## src/hw/rtl/color_mask_fragment_generator_top_defines.svh

```systemverilog
// ----------------------------------------------------------------------------
// Color mask fragment generator assertion macros
// Shared assertion macros; defining NO_ASSERTIONS compiles them away.
// ----------------------------------------------------------------------------
`ifndef COLOR_MASK_FRAGMENT_GENERATOR_TOP_DEFINES_SVH
`define COLOR_MASK_FRAGMENT_GENERATOR_TOP_DEFINES_SVH

`ifndef NO_ASSERTIONS
`define CMFG_ASSERT(lbl, prop, msg) \
	lbl: assert property (@(posedge clk) disable iff (!arst_n) prop) else $error(msg);
`define CMFG_ASSERT_ALWAYS(lbl, prop, msg) \
	lbl: assert property (@(posedge clk) prop) else $error(msg);
`else
`define CMFG_ASSERT(lbl, prop, msg)
`define CMFG_ASSERT_ALWAYS(lbl, prop, msg)
`endif

`endif

```

## src/hw/rtl/cmfg_pkg.sv

```systemverilog
// ----------------------------------------------------------------------------
// Color mask fragment generator package
// Field widths, payload structs, status codes and controller types.
// ----------------------------------------------------------------------------
`default_nettype none

package cmfg_pkg;

	localparam int ADDR_W    = 48;
	localparam int MASK_W    = 64;
	localparam int REP_W     = 32;
	localparam int CC_W      = 7;
	localparam int BYTES_W   = 19;
	localparam int STATUS_W  = 2;
	localparam int SEL_W     = 7;
	localparam int CNT_STEPS = 8;
	localparam int CNT_W     = $clog2(CNT_STEPS);
	localparam int BYTE_W    = MASK_W / CNT_STEPS;
	localparam int PC_W      = $clog2(BYTE_W + 1);

	localparam logic [CC_W-1:0]     CC_RESET      = 7'd16;
	localparam logic [BYTES_W-1:0]  BYTES_MAX     = '1;
	localparam logic [ADDR_W-1:0]   ADDR_MAX      = '1;

	localparam logic [STATUS_W-1:0] STAT_FRAG     = 2'd0;
	localparam logic [STATUS_W-1:0] STAT_EMPTY    = 2'd1;
	localparam logic [STATUS_W-1:0] STAT_BEYOND   = 2'd2;

	typedef struct packed {
		logic [ADDR_W-1:0] phys_base;
		logic [ADDR_W-1:0] virt_base;
		logic [ADDR_W-1:0] region_bytes;
		logic [MASK_W-1:0] color_mask;
		logic [REP_W-1:0]  repetition;
	} in_t;

	typedef struct packed {
		logic [STATUS_W-1:0] status;
		logic [ADDR_W-1:0]   frag_phys;
		logic [ADDR_W-1:0]   frag_virt;
		logic [BYTES_W-1:0]  frag_bytes;
		logic                last;
		logic                final_repetition;
	} out_t;

	typedef enum logic [2:0] {
		S_IDLE,
		S_COUNT,
		S_MUL,
		S_CHECK,
		S_SCAN
	} state_t;

	typedef struct packed {
		logic load;
		logic count_step;
		logic mul;
		logic setup;
		logic emit_special;
		logic scan_step;
	} cmd_t;

	typedef struct packed {
		logic cnt_last;
		logic sel_zero;
		logic beyond;
		logic run_end;
		logic scan_last;
		logic out_free;
	} sts_t;

endpackage

`default_nettype wire

```

## src/hw/rtl/color_mask_fragment_generator_top.sv

```systemverilog
// ----------------------------------------------------------------------------
// Color mask fragment generator
// Splits one colored region repetition into fragments, one per run of
// adjacent allowed colors, or returns a status result.
// ----------------------------------------------------------------------------
// Usage: an input transaction (in_valid, in_stall, in_data) carries one region
// and a repetition index. The block answers with one or more output
// transactions (out_valid, out_stall, out_data), the final one marked by last.
// The user must write the color count register through cfg_wr_en and
// cfg_wr_data only while the block is idle; the block itself has no check
// for this. The register resets to 16 colors.
// Sequence: the mask is counted one byte per cycle, then the multiplies and
// the region check follow in their own states, and a status result is
// registered in the region check state once the output register is free.
// The run scan then steps one color per cycle while no fragment waits on a
// full output register, and each fragment leaves when its run ends.
// Reset clears the controller and the output valid and sets the color count
// back to 16.
// A stalled receiver holds the output register and pauses the scan at the
// next run end; input is stalled until the last result is registered, so
// the per-color scan sets the rate for fragmented items.
// ----------------------------------------------------------------------------
`default_nettype none

module color_mask_fragment_generator_top #(
	parameter int PAGE_SHIFT_BITS = 12,
	parameter int MAX_COLOR_COUNT = 64
) (
	input  wire logic                      clk,
	input  wire logic                      arst_n,
	input  wire logic                      cfg_wr_en,
	input  wire logic [cmfg_pkg::CC_W-1:0] cfg_wr_data,
	input  wire logic                      in_valid,
	output logic                           in_stall,
	input  wire cmfg_pkg::in_t             in_data,
	output logic                           out_valid,
	input  wire logic                      out_stall,
	output cmfg_pkg::out_t                 out_data
);
	import cmfg_pkg::*;

	cmd_t cmd;
	sts_t sts;

	cmfg_ctrl u_ctrl (
		.clk      (clk),
		.arst_n   (arst_n),
		.in_valid (in_valid),
		.in_stall (in_stall),
		.sts      (sts),
		.cmd      (cmd)
	);

	cmfg_dp #(
		.PAGE_SHIFT_BITS (PAGE_SHIFT_BITS),
		.MAX_COLOR_COUNT (MAX_COLOR_COUNT)
	) u_dp (
		.clk         (clk),
		.arst_n      (arst_n),
		.cfg_wr_en   (cfg_wr_en),
		.cfg_wr_data (cfg_wr_data),
		.in_data     (in_data),
		.cmd         (cmd),
		.sts         (sts),
		.out_valid   (out_valid),
		.out_stall   (out_stall),
		.out_data    (out_data)
	);

endmodule

`default_nettype wire

```

## src/hw/rtl/cmfg_dp.sv

```systemverilog
// ----------------------------------------------------------------------------
// Color mask fragment generator datapath
// Color count register, mask alignment, color counting, address set-up,
// run scanning and the output register.
// ----------------------------------------------------------------------------
`default_nettype none

module cmfg_dp #(
	parameter int PAGE_SHIFT_BITS = 12,
	parameter int MAX_COLOR_COUNT = 64
) (
	input  wire logic                      clk,
	input  wire logic                      arst_n,
	input  wire logic                      cfg_wr_en,
	input  wire logic [cmfg_pkg::CC_W-1:0] cfg_wr_data,
	input  wire cmfg_pkg::in_t             in_data,
	input  wire cmfg_pkg::cmd_t            cmd,
	output cmfg_pkg::sts_t                 sts,
	output logic                           out_valid,
	input  wire logic                      out_stall,
	output cmfg_pkg::out_t                 out_data
);
	import cmfg_pkg::*;

	localparam int IDX_W  = $clog2(MAX_COLOR_COUNT);
	localparam int LEN_W  = IDX_W + 1;
	localparam int PROD_W = REP_W + SEL_W;
	localparam int WIDE_W = PROD_W + PAGE_SHIFT_BITS + 2;
	localparam int FB_W   = LEN_W + PAGE_SHIFT_BITS;
	localparam logic [CC_W-1:0] CC_MAX = CC_W'(MAX_COLOR_COUNT);

	function automatic logic [ADDR_W-1:0] sat_addr(input logic [WIDE_W-1:0] v);
		logic [ADDR_W-1:0] r;
		if (v[WIDE_W-1:ADDR_W] != '0) begin
			r = ADDR_MAX;
		end else begin
			r = v[ADDR_W-1:0];
		end
		return r;
	endfunction

	logic [CC_W-1:0]   cc_q;
	logic [CC_W-1:0]   cc;
	logic [CC_W-1:0]   shamt;
	logic [MASK_W-1:0] aligned;

	logic [ADDR_W-1:0] phys_q;
	logic [ADDR_W-1:0] virt_q;
	logic [ADDR_W-1:0] size_q;
	logic [REP_W-1:0]  rep_q;
	logic [MASK_W-1:0] scan_q;
	logic [MASK_W-1:0] cnt_sh_q;
	logic [CNT_W-1:0]  cnt_q;
	logic [SEL_W-1:0]  sel_q;
	logic [PROD_W-1:0] prod_sel_q;
	logic [PROD_W-1:0] prod_cc_q;
	logic [WIDE_W-1:0] pbase_q;
	logic [WIDE_W-1:0] vcur_q;
	logic              fin_q;
	logic [IDX_W-1:0]  idx_q;
	logic [IDX_W-1:0]  first_q;
	logic              in_run_q;
	logic              out_vld_q;
	out_t              out_q;

	logic [PC_W-1:0]   popcnt;
	logic [WIDE_W-1:0] rep_sel_sh;
	logic [WIDE_W-1:0] next_sh;
	logic [WIDE_W-1:0] vcur_init;
	logic [WIDE_W-1:0] pbase_init;
	logic              beyond;
	logic              fin;
	logic              bit_cur;
	logic              bit_nxt;
	logic              run_end;
	logic              scan_last;
	logic [IDX_W-1:0]  first_d;
	logic [LEN_W-1:0]  len;
	logic [FB_W-1:0]   bytes_full;
	logic [WIDE_W-1:0] bytes_wide;
	logic [WIDE_W-1:0] frag_phys_w;
	logic              out_free;
	logic              out_load;
	out_t              out_d;

	always_comb begin
		if (cc_q == '0) begin
			cc = CC_W'(1);
		end else if (cc_q > CC_MAX) begin
			cc = CC_MAX;
		end else begin
			cc = cc_q;
		end
	end

	// Color i ends up at the top bit after i left shifts; colors beyond the
	// count fall off the top and the vacated low bits are zero.
	assign shamt   = CC_W'(MASK_W) - cc;
	assign aligned = in_data.color_mask << shamt;

	always_comb begin
		popcnt = '0;
		for (int b = 0; b < BYTE_W; b++) begin
			popcnt = popcnt + PC_W'(cnt_sh_q[MASK_W-1-b]);
		end
	end

	assign rep_sel_sh = WIDE_W'(prod_sel_q) << PAGE_SHIFT_BITS;
	assign next_sh    = (WIDE_W'(prod_sel_q) + WIDE_W'(sel_q)) << PAGE_SHIFT_BITS;
	assign beyond     = rep_sel_sh >= WIDE_W'(size_q);
	assign fin        = next_sh >= WIDE_W'(size_q);
	assign vcur_init  = WIDE_W'(virt_q) + rep_sel_sh;
	assign pbase_init = WIDE_W'(phys_q) + (WIDE_W'(prod_cc_q) << PAGE_SHIFT_BITS);

	assign bit_cur     = scan_q[MASK_W-1];
	assign bit_nxt     = scan_q[MASK_W-2];
	assign run_end     = bit_cur & ~bit_nxt;
	assign scan_last   = (scan_q[MASK_W-3:0] == '0);
	assign first_d     = in_run_q ? first_q : idx_q;
	assign len         = LEN_W'(idx_q - first_d) + LEN_W'(1);
	assign bytes_full  = FB_W'(len) << PAGE_SHIFT_BITS;
	assign bytes_wide  = WIDE_W'(bytes_full);
	assign frag_phys_w = pbase_q + (WIDE_W'(first_d) << PAGE_SHIFT_BITS);

	assign out_free = ~out_vld_q | ~out_stall;

	always_comb begin
		out_load = 1'b0;
		out_d    = out_q;
		if (cmd.emit_special) begin
			out_load                = 1'b1;
			out_d.status            = (sel_q == '0) ? STAT_EMPTY : STAT_BEYOND;
			out_d.frag_phys         = '0;
			out_d.frag_virt         = '0;
			out_d.frag_bytes        = '0;
			out_d.last              = 1'b1;
			out_d.final_repetition  = (sel_q != '0);
		end else if (cmd.scan_step && run_end) begin
			out_load                = 1'b1;
			out_d.status            = STAT_FRAG;
			out_d.frag_phys         = sat_addr(frag_phys_w);
			out_d.frag_virt         = sat_addr(vcur_q);
			out_d.frag_bytes        = (bytes_wide > WIDE_W'(BYTES_MAX)) ?
				BYTES_MAX : bytes_wide[BYTES_W-1:0];
			out_d.last              = scan_last;
			out_d.final_repetition  = fin_q;
		end
	end

	always_ff @(posedge clk or negedge arst_n) begin
		if (!arst_n) begin
			cc_q      <= CC_RESET;
			cnt_q     <= '0;
			in_run_q  <= 1'b0;
			out_vld_q <= 1'b0;
		end else begin
			if (cfg_wr_en) begin
				cc_q <= cfg_wr_data;
			end
			if (cmd.load) begin
				cnt_q    <= '0;
				in_run_q <= 1'b0;
			end else begin
				if (cmd.count_step) begin
					cnt_q <= cnt_q + CNT_W'(1);
				end
				if (cmd.scan_step) begin
					in_run_q <= bit_cur & ~run_end;
				end
			end
			if (out_load) begin
				out_vld_q <= 1'b1;
			end else if (!out_stall) begin
				out_vld_q <= 1'b0;
			end
		end
	end

	always_ff @(posedge clk) begin
		if (cmd.load) begin
			phys_q   <= in_data.phys_base;
			virt_q   <= in_data.virt_base;
			size_q   <= in_data.region_bytes;
			rep_q    <= in_data.repetition;
			scan_q   <= aligned;
			cnt_sh_q <= aligned;
			sel_q    <= '0;
			idx_q    <= '0;
		end
		if (cmd.count_step) begin
			sel_q    <= sel_q + SEL_W'(popcnt);
			cnt_sh_q <= cnt_sh_q << BYTE_W;
		end
		if (cmd.mul) begin
			prod_sel_q <= PROD_W'(rep_q) * PROD_W'(sel_q);
			prod_cc_q  <= PROD_W'(rep_q) * PROD_W'(cc);
		end
		if (cmd.setup) begin
			pbase_q <= pbase_init;
			vcur_q  <= vcur_init;
			fin_q   <= fin;
		end
		if (cmd.scan_step) begin
			scan_q  <= scan_q << 1;
			idx_q   <= idx_q + IDX_W'(1);
			first_q <= first_d;
			if (run_end) begin
				vcur_q <= vcur_q + bytes_wide;
			end
		end
		if (out_load) begin
			out_q <= out_d;
		end
	end

	always_comb begin
		sts.cnt_last  = (cnt_q == CNT_W'(CNT_STEPS - 1));
		sts.sel_zero  = (sel_q == '0);
		sts.beyond    = beyond;
		sts.run_end   = run_end;
		sts.scan_last = scan_last;
		sts.out_free  = out_free;
	end

	assign out_valid = out_vld_q;
	assign out_data  = out_q;

endmodule

`default_nettype wire

```

## src/hw/rtl/cmfg_ctrl.sv

```systemverilog
// ----------------------------------------------------------------------------
// Color mask fragment generator controller
// Sequences loading, color counting, multiplication, region check and the
// run scan, and holds the input channel while an item is in work.
// ----------------------------------------------------------------------------
`default_nettype none
`include "color_mask_fragment_generator_top_defines.svh"

module cmfg_ctrl (
	input  wire logic           clk,
	input  wire logic           arst_n,
	input  wire logic           in_valid,
	output logic                in_stall,
	input  wire cmfg_pkg::sts_t sts,
	output cmfg_pkg::cmd_t      cmd
);
	import cmfg_pkg::*;

	state_t state_q;
	state_t state_d;
	logic   special;

	assign special = sts.sel_zero | sts.beyond;

	always_ff @(posedge clk or negedge arst_n) begin
		if (!arst_n) begin
			state_q <= S_IDLE;
		end else begin
			state_q <= state_d;
		end
	end

	always_comb begin
		state_d = state_q;
		unique case (state_q)
			S_IDLE: begin
				if (in_valid) begin
					state_d = S_COUNT;
				end
			end
			S_COUNT: begin
				if (sts.cnt_last) begin
					state_d = S_MUL;
				end
			end
			S_MUL: begin
				state_d = S_CHECK;
			end
			S_CHECK: begin
				if (!special) begin
					state_d = S_SCAN;
				end else if (sts.out_free) begin
					state_d = S_IDLE;
				end
			end
			S_SCAN: begin
				if (sts.run_end && sts.out_free && sts.scan_last) begin
					state_d = S_IDLE;
				end
			end
			default: begin
				state_d = S_IDLE;
			end
		endcase
	end

	always_comb begin
		in_stall         = 1'b1;
		cmd              = '0;
		unique case (state_q)
			S_IDLE: begin
				in_stall = 1'b0;
				cmd.load = in_valid;
			end
			S_COUNT: begin
				cmd.count_step = 1'b1;
			end
			S_MUL: begin
				cmd.mul = 1'b1;
			end
			S_CHECK: begin
				cmd.setup        = ~special;
				cmd.emit_special = special & sts.out_free;
			end
			S_SCAN: begin
				cmd.scan_step = ~sts.run_end | sts.out_free;
			end
			default: begin
				in_stall = 1'b1;
			end
		endcase
	end

	`CMFG_ASSERT_ALWAYS(a_cmd_onehot, $onehot0({cmd.load, cmd.count_step, cmd.mul, cmd.setup, cmd.emit_special, cmd.scan_step}), "more than one datapath command at once")
	`CMFG_ASSERT(a_frag_needs_room, (cmd.scan_step && sts.run_end) |-> sts.out_free, "fragment issued while output register is occupied")
	`CMFG_ASSERT(a_special_needs_room, cmd.emit_special |-> sts.out_free, "status result issued while output register is occupied")
	`CMFG_ASSERT(a_load_to_count, cmd.load |=> (state_q == S_COUNT), "accepted transaction did not start color counting")
	`CMFG_ASSERT(a_setup_to_scan, cmd.setup |=> (state_q == S_SCAN), "region set-up did not lead to the run scan")

endmodule

`default_nettype wire
```

## config.mk

```make
export PLATFORM = sky130hd
export DESIGN_NAME = color_mask_fragment_generator_top
export DESIGN_NICKNAME = d
export VERILOG_FILES = /design/src/hw/rtl/cmfg_pkg.sv /design/src/hw/rtl/color_mask_fragment_generator_top.sv /design/src/hw/rtl/cmfg_dp.sv /design/src/hw/rtl/cmfg_ctrl.sv
export VERILOG_INCLUDE_DIRS = /design/src /design/src/hw/rtl
export SDC_FILE = /design/constraint.sdc
export NUM_CORES = 2
export LEC_CHECK = 0
export ABC_AREA = 0
export BUFFER_PORTS_ARGS = -buffer_cell sky130_fd_sc_hd__buf_2
export CAP_MARGIN = 15
export CELL_PAD_IN_SITES_DETAIL_PLACEMENT = 1
export CELL_PAD_IN_SITES_GLOBAL_PLACEMENT = 2
export CORE_ASPECT_RATIO = 1.4
export CORE_UTILIZATION = 37
export CTS_BUF_LIST = sky130_fd_sc_hd__clkbuf_16
export CTS_CLUSTER_DIAMETER = 60
export CTS_CLUSTER_SIZE = 12
export DETAILED_ROUTE_END_ITERATION = 10
export GPL_TIMING_DRIVEN = 0
export MAX_ROUTING_LAYER = met4
export PLACE_DENSITY = 0.81
export SETUP_SLACK_MARGIN = 0.2
export SYNTH_ARGS = -nofsm -noshare
export SYNTH_HDL_FRONTEND = slang
export SYNTH_SLANG_ARGS = --single-unit
```

## constraint.sdc

```tcl
create_clock -name clk -period 7 [get_ports clk]
set_input_delay 1.4 -clock clk [delete_from_list [all_inputs] [get_ports clk]]
set_output_delay 1.4 -clock clk [all_outputs]
set_load 0.01 [all_outputs]
```

* Word level (Yosys, flattened, before mapping)
Index checks and enable logic that the tools add are counted.
** Operators by class
- Magnitude comparators :: 4
- Shifts and indexed selects :: 1
- $add $sub $neg :: 18
- Equality and inequality tests :: 10
- Multiplexer cells :: 40
- Bitwise gates (word level) :: 11
- Multiply operators :: 2
- Reduce and logical (&&, ||, !) cells :: 15
** Operators with widths (number)
- 64-bit 2-to-1 mux :: 4
- 119-bit 2-to-1 mux :: 2
- 53-bit 2-to-1 mux :: 3
- 48-bit by 51-bit adder with 52-bit output :: 2
- 48-bit 2-to-1 mux :: 2
- 32-bit by 7-bit multiplier with 39-bit output :: 2
- 64-bit by 7-bit << shifter with 64-bit output :: 1
- 62-bit zero test :: 1
- 53-bit by 18-bit adder with 53-bit output :: 1
- 53-bit by 19-bit adder with 53-bit output :: 1
- 53-bit by 48-bit greater-or-equal comparator with 1-bit output :: 1
- 51-bit by 48-bit greater-or-equal comparator with 1-bit output :: 1
- 39-bit by 7-bit adder with 40-bit output :: 1
- 7-bit 2-to-1 mux :: 4
- 4-bit by 1-bit adder with 4-bit output :: 6
- 3-bit 2-to-1 mux :: 7
- 19-bit greater-than comparator, second input constant :: 1
- 19-bit 2-to-1 mux :: 1
- 6-bit 2-to-1 mux :: 3
- 3-bit one-hot mux with 5 select lines :: 1
- 7-bit zero test :: 2
- 1-bit 2-to-1 mux :: 11
- 5-bit nonzero test :: 2
- 7-bit by 1-bit adder with 7-bit output, second input constant :: 1
- 23 further kinds :: 40
** Storage, ports and cells
- Bits in registers :: 642
- Logic and storage cells :: 128
- Output and inout bits :: 121

* Longest topological paths before layout
- Word-level depth :: 9
- Gate-level depth with buffers :: 24
- Mapped depth without buffers :: 21

* Cells and area by module
Synthesis repeated with hierarchy kept, for this count alone.
** Unflattened totals
- Cells, all modules :: 4755
- Area, all modules :: 48391.4 um^2
** Modules (own cells, without submodules)
- cmfg_dp :: cells an instance 4731, instances 1, area each 48186.2 um^2
- cmfg_ctrl :: cells an instance 24, instances 1, area each 205.2 um^2

* Worst setup path after synthesis
No wires, ideal clock.
- Kind :: input -> register
- Start point :: input in_valid
- End point :: register u_dp.cnt_sh_q[10] (enable)
- Buffers on the path :: 0
- Setup slack :: -685 ps
- Arrival :: 7268 ps
- Stages :: 4
- Setup time :: 417 ps
- Cell sequence :: nand2_1 -> inv_1 -> nor2_1 -> inv_1
** RTL lines
- start: declaration :: line color_mask_fragment_generator_top.sv:33 : input wire logic in_valid,
- end signal: assignment :: line cmfg_dp.sv:186 : cnt_sh_q <= aligned;
- end signal: assignment :: line cmfg_dp.sv:192 : cnt_sh_q <= cnt_sh_q << BYTE_W;
- end: declaration :: line cmfg_dp.sv:52 : logic [MASK_W-1:0] cnt_sh_q;

* Worst setup path after layout
- Start point :: register u_dp.sel_q[2]
- End point :: register u_dp.prod_sel_q[37], data pin
** Between the ends
- Word-level cells in the longest chain between the ends :: 1
** RTL lines
- start: declaration :: line cmfg_dp.sv:54 : logic [SEL_W-1:0] sel_q;
- start signal: assignment :: line cmfg_dp.sv:191 : sel_q <= sel_q + SEL_W'(popcnt);
- 32-bit by 7-bit multiplier with 39-bit output :: line cmfg_dp.sv:195 : prod_sel_q <= PROD_W'(rep_q) * PROD_W'(sel_q);
- end signal: assignment :: line cmfg_dp.sv:195
- end: declaration :: line cmfg_dp.sv:55 : logic [PROD_W-1:0] prod_sel_q;
No other way between the ends.
A chain may end at the register's enable or synchronous reset.

==> impl_results.md <==
* Final total negative setup slack at 0 ns
* Critical path fanouts, max at 10
* Number of filler instances in the final layout at 14500
* Clock tree skew after final layout at 0.0629 ns
* Vias at 37400
* Fraction of synthesis flops using an asynchronous set or reset pin at 2.38%
* Final instance area at 54800 um^2
* Netlist cell types at 84
* Max-slew violation total from the final report at 0
* Cell with the biggest individual delay on the critical path: sky130_fd_sc_hd__edfxtp_1
* Clock slew seen by the registers of the worst setup and hold paths at 0.06 ns
* Most common library cell in the layout ignoring fill and taps: sky130_fd_sc_hd__edfxtp_1
* Average footprint of a synthesized cell at 10.3 um^2
* Worst Max-Slew Pin Slew at 1.10 ns
* Data arrival time of the worst path at 6.89 ns
* Worst IR Drop VDD at 177 uV
* HPWL after detailed placement at 130 mm
* CTS tree: built
* Leading cell types in the layout, fill and taps excluded: sky130_fd_sc_hd__edfxtp_1, sky130_fd_sc_hd__nand2_1, sky130_fd_sc_hd__inv_1
* Shortest clock period the worst path allows after layout at 6.44 ns
* Power density of the placed cells at 193 nW/um^2
* Port Buf Inserts at 359
* Buffer levels on the longest clock path at 3
* Static leakage at 24.2 nW
* Root Driver: sky130_fd_sc_hd__clkbuf_16
* CP Buf/Inv Count at 2
* Number of synthesized flops with an enable pin at 564
* Number of detailed-route iterations in the first pass at 8
* DR DRC count at 0
* Sequential cell area fraction in the yosys report at 38.1%
* Number of buffers inserted for hold repair after clock tree synthesis at 0
* Unrepaired setup endpoints after global routing: yes
* Synth Flop Type: sky130_fd_sc_hd__edfxtp_1
* Number of ports placed on the die boundary at 373
* Worst path required time at 7.45 ns
* YS warnings at 0
* Peak clock frequency supported by timing at 155 MHz
* Result of the run: finished clean
* Cell row count at 156
* Inserted Clock Buffers at 72
* Overall fraction of global-route tracks in use at 25.1%
* Number of global-route vias before repair at 39700
* Crit end category: register
* Rel. slew slack at 27.0%
* Cell repeated most along the worst path: sky130_fd_sc_hd__fa_1
* Layout cell share with drive strength beyond 1 at 12.6%
* Hold Violations, Final at 0
* Synth Cell Area at 48100 um^2
* Vias/cell at 5.43
* Worst Path Class, Setup: register to register
* Sinks on the clock net at 629
* Critical Path Source Type: register
* Violation count after the first detailed-route iteration at 2226
* Maximum number of pins on one net before global-route repair at 61
* Total gr overflow at 0
* Number of antenna violations at the first check in global routing at 5
* Floorplan die width at 307 um
* Starting density of the core at 37.3%
* Crit path max-delay family: adder cells
* Number of cells produced by synthesis at 4651
* Core area at 129000 um^2
* Number of maximum-capacitance violations at 0
* Area growth from synthesis to final layout at 14.0%
* Maximum level of the CTS H-tree at 3
* Dpl cell area at 52500 um^2
* Remaining number of nets flagged by the antenna check after routing at 0
* Final setup violation count at 0
* Delay contributed by the slowest stage of the critical path at 0.70 ns
* Critical path, cell by cell: clkbuf_2 -> nand2_1 -> fa_1 -> inv_1 -> fa_1 -> fa_1 -> fa_1 -> ha_1 -> and4_1 -> nor2b_1 -> o211a_1 -> a21oi_1 -> a31oi_1 -> o21ai_1 -> a211oi_1 -> o41ai_2 -> o21ai_0 -> a31o_2
* Area enclosed by the die boundary at 132000 um^2
* Flip-flop and latch count after synthesis at 629
* Chip Height at 429 um
* # nets final at 5975
* Routed WL at 161 mm
* Worst-skew pair later-pin latency at 0.71 ns
* Final period util at 92.0%
* Worst min path class: register to register
* Placer Congestion at 0.942
* Wire length of the first global-routing pass at 243 mm
* Wire length per cell after detailed routing at 23.3 um
-- per-stage QoR --
step / util [%] / instances / setup WS [ns] / total power, mW / hold slack (ns)
2_1_floorplan: - / 4662 / 0.855 / 6.13 / 0.400
3_3_place_gp: 40.4 / 6759 / -2.43 / 6.98 / 0.404
3_5_place_dp: 40.7 / 6776 / -0.481 / 7.01 / 0.406
4_1_cts: 42.5 / 6895 / 0.150 / 10.7 / 0.419
5_1_grt: 42.5 / 6897 / 0.171 / 11.1 / 0.433
6_report: 42.5 / 6897 / 0.559 / 10.6 / 0.418
-- report_power, final --
group / total, mW / internal (mW) / switching [mW]
combinational: 2.80 / 1.10 / 1.70
clock: 3.67 / 1.95 / 1.72
sequential: 4.14 / 4.13 / 0.0101
-- logic make-up after synthesis --
family	share of synthesized area (%)
AOI/OAI and AO/OA	11.5
xor gates and xnor gates	3.73
muxes	6.16
other	0.00779
adders and majority gates	20.7
DFF	38.1
and+or+nand+nor	14.9
buffers and inverters	5.03
-- sequential cells by signal, summed over array words and instances, names as in the netlist, 3 cells and up --
name / flops
u_ctrl.state_q: 3
u_dp.cc_q: 7
u_dp.cnt_q: 3
u_dp.cnt_sh_q: 64
u_dp.first_q: 6
u_dp.idx_q: 6
u_dp.out_data: 107
u_dp.pbase_q: 52
u_dp.phys_q: 48
u_dp.prod_cc_q: 39
u_dp.prod_sel_q: 39
u_dp.rep_q: 32
u_dp.scan_q: 64
u_dp.sel_q: 7
u_dp.size_q: 48
u_dp.vcur_q: 53
u_dp.virt_q: 48
-- Yosys cell counts (61+ instances only) --
| cell | instances | area, um^2 |
|---|---|---|
| sky130_fd_sc_hd__mux2i_1 | 176 | 1760 |
| sky130_fd_sc_hd__clkbuf_1 | 173 | 649 |
| sky130_fd_sc_hd__xor2_1 | 72 | 631 |
| sky130_fd_sc_hd__ha_1 | 300 | 3750 |
| sky130_fd_sc_hd__nor3_1 | 80 | 400 |
| sky130_fd_sc_hd__and3_1 | 61 | 382 |
| sky130_fd_sc_hd__xnor2_1 | 131 | 1150 |
| sky130_fd_sc_hd__nand2_1 | 551 | 2070 |
| sky130_fd_sc_hd__edfxtp_1 | 564 | 16900 |
| sky130_fd_sc_hd__a21oi_1 | 263 | 1320 |
| sky130_fd_sc_hd__fa_1 | 309 | 6190 |
| sky130_fd_sc_hd__nor2_1 | 306 | 1150 |
| sky130_fd_sc_hd__and2_1 | 237 | 1480 |
| sky130_fd_sc_hd__a21o_1 | 183 | 1370 |
| sky130_fd_sc_hd__inv_1 | 401 | 1510 |
| sky130_fd_sc_hd__nand3_1 | 73 | 365 |
| sky130_fd_sc_hd__o21ai_0 | 113 | 566 |
-- routing by layer --
layer | global-route usage, % | share of wire (%) | vias up
met4 | 8.43 | 3.3 | 0
met2 | 44.4 | 52 | 839
met3 | 2.79 | 4.0 | 256
met1 | 29.5 | 40 | 19200
met5 | - | 0 | -
li1 | - | - | 17200
-- path summary, 6_finish.rpt --
kind / start / to / slack [ns] / cells past startpoint
setup / recovery: u_dp.sel_q[2] / u_dp.prod_sel_q[37] / 0.56 / 18
hold / removal: u_dp.phys_q[2] / u_dp.pbase_q[2] / 0.42 / 0
setup reg to reg: u_dp.sel_q[2] / u_dp.prod_sel_q[37] / 0.56 / 18
hold reg to reg: u_dp.phys_q[2] / u_dp.pbase_q[2] / 0.42 / 0
max in group asynchronous: arst_n / u_dp.cc_q[4] / 6.06 / 1
min in group asynchronous: arst_n / u_dp.cnt_q[1] / 0.62 / 1
-- cell type report --
type | instances | area (um^2) | share of cell area (%)
Inverter | 404 | 1520 | 2.77
Buffer | 218 | 953 | 1.74
Clock buffer | 72 | 1800 | 3.29
Timing Repair Buffer | 378 | 2140 | 3.90
Multi-Input combinational cell | 3411 | 27500 | 50.2
Clock inverter | 45 | 410 | 0.748
Tap cell | 1738 | 2170 | 3.97
Antenna cell | 2 | 5.00 | 0.00913
Sequential cell | 629 | 18300 | 33.4
-- timing repair --
item	4_1_cts	5_1_grt
endpoints found under the setup margin	19	16
pin swaps	0	0
buffers inserted	2	0
resized for setup	25	48
gates cloned	0	0
Note: power is estimated with default switching activity, not from simulation.
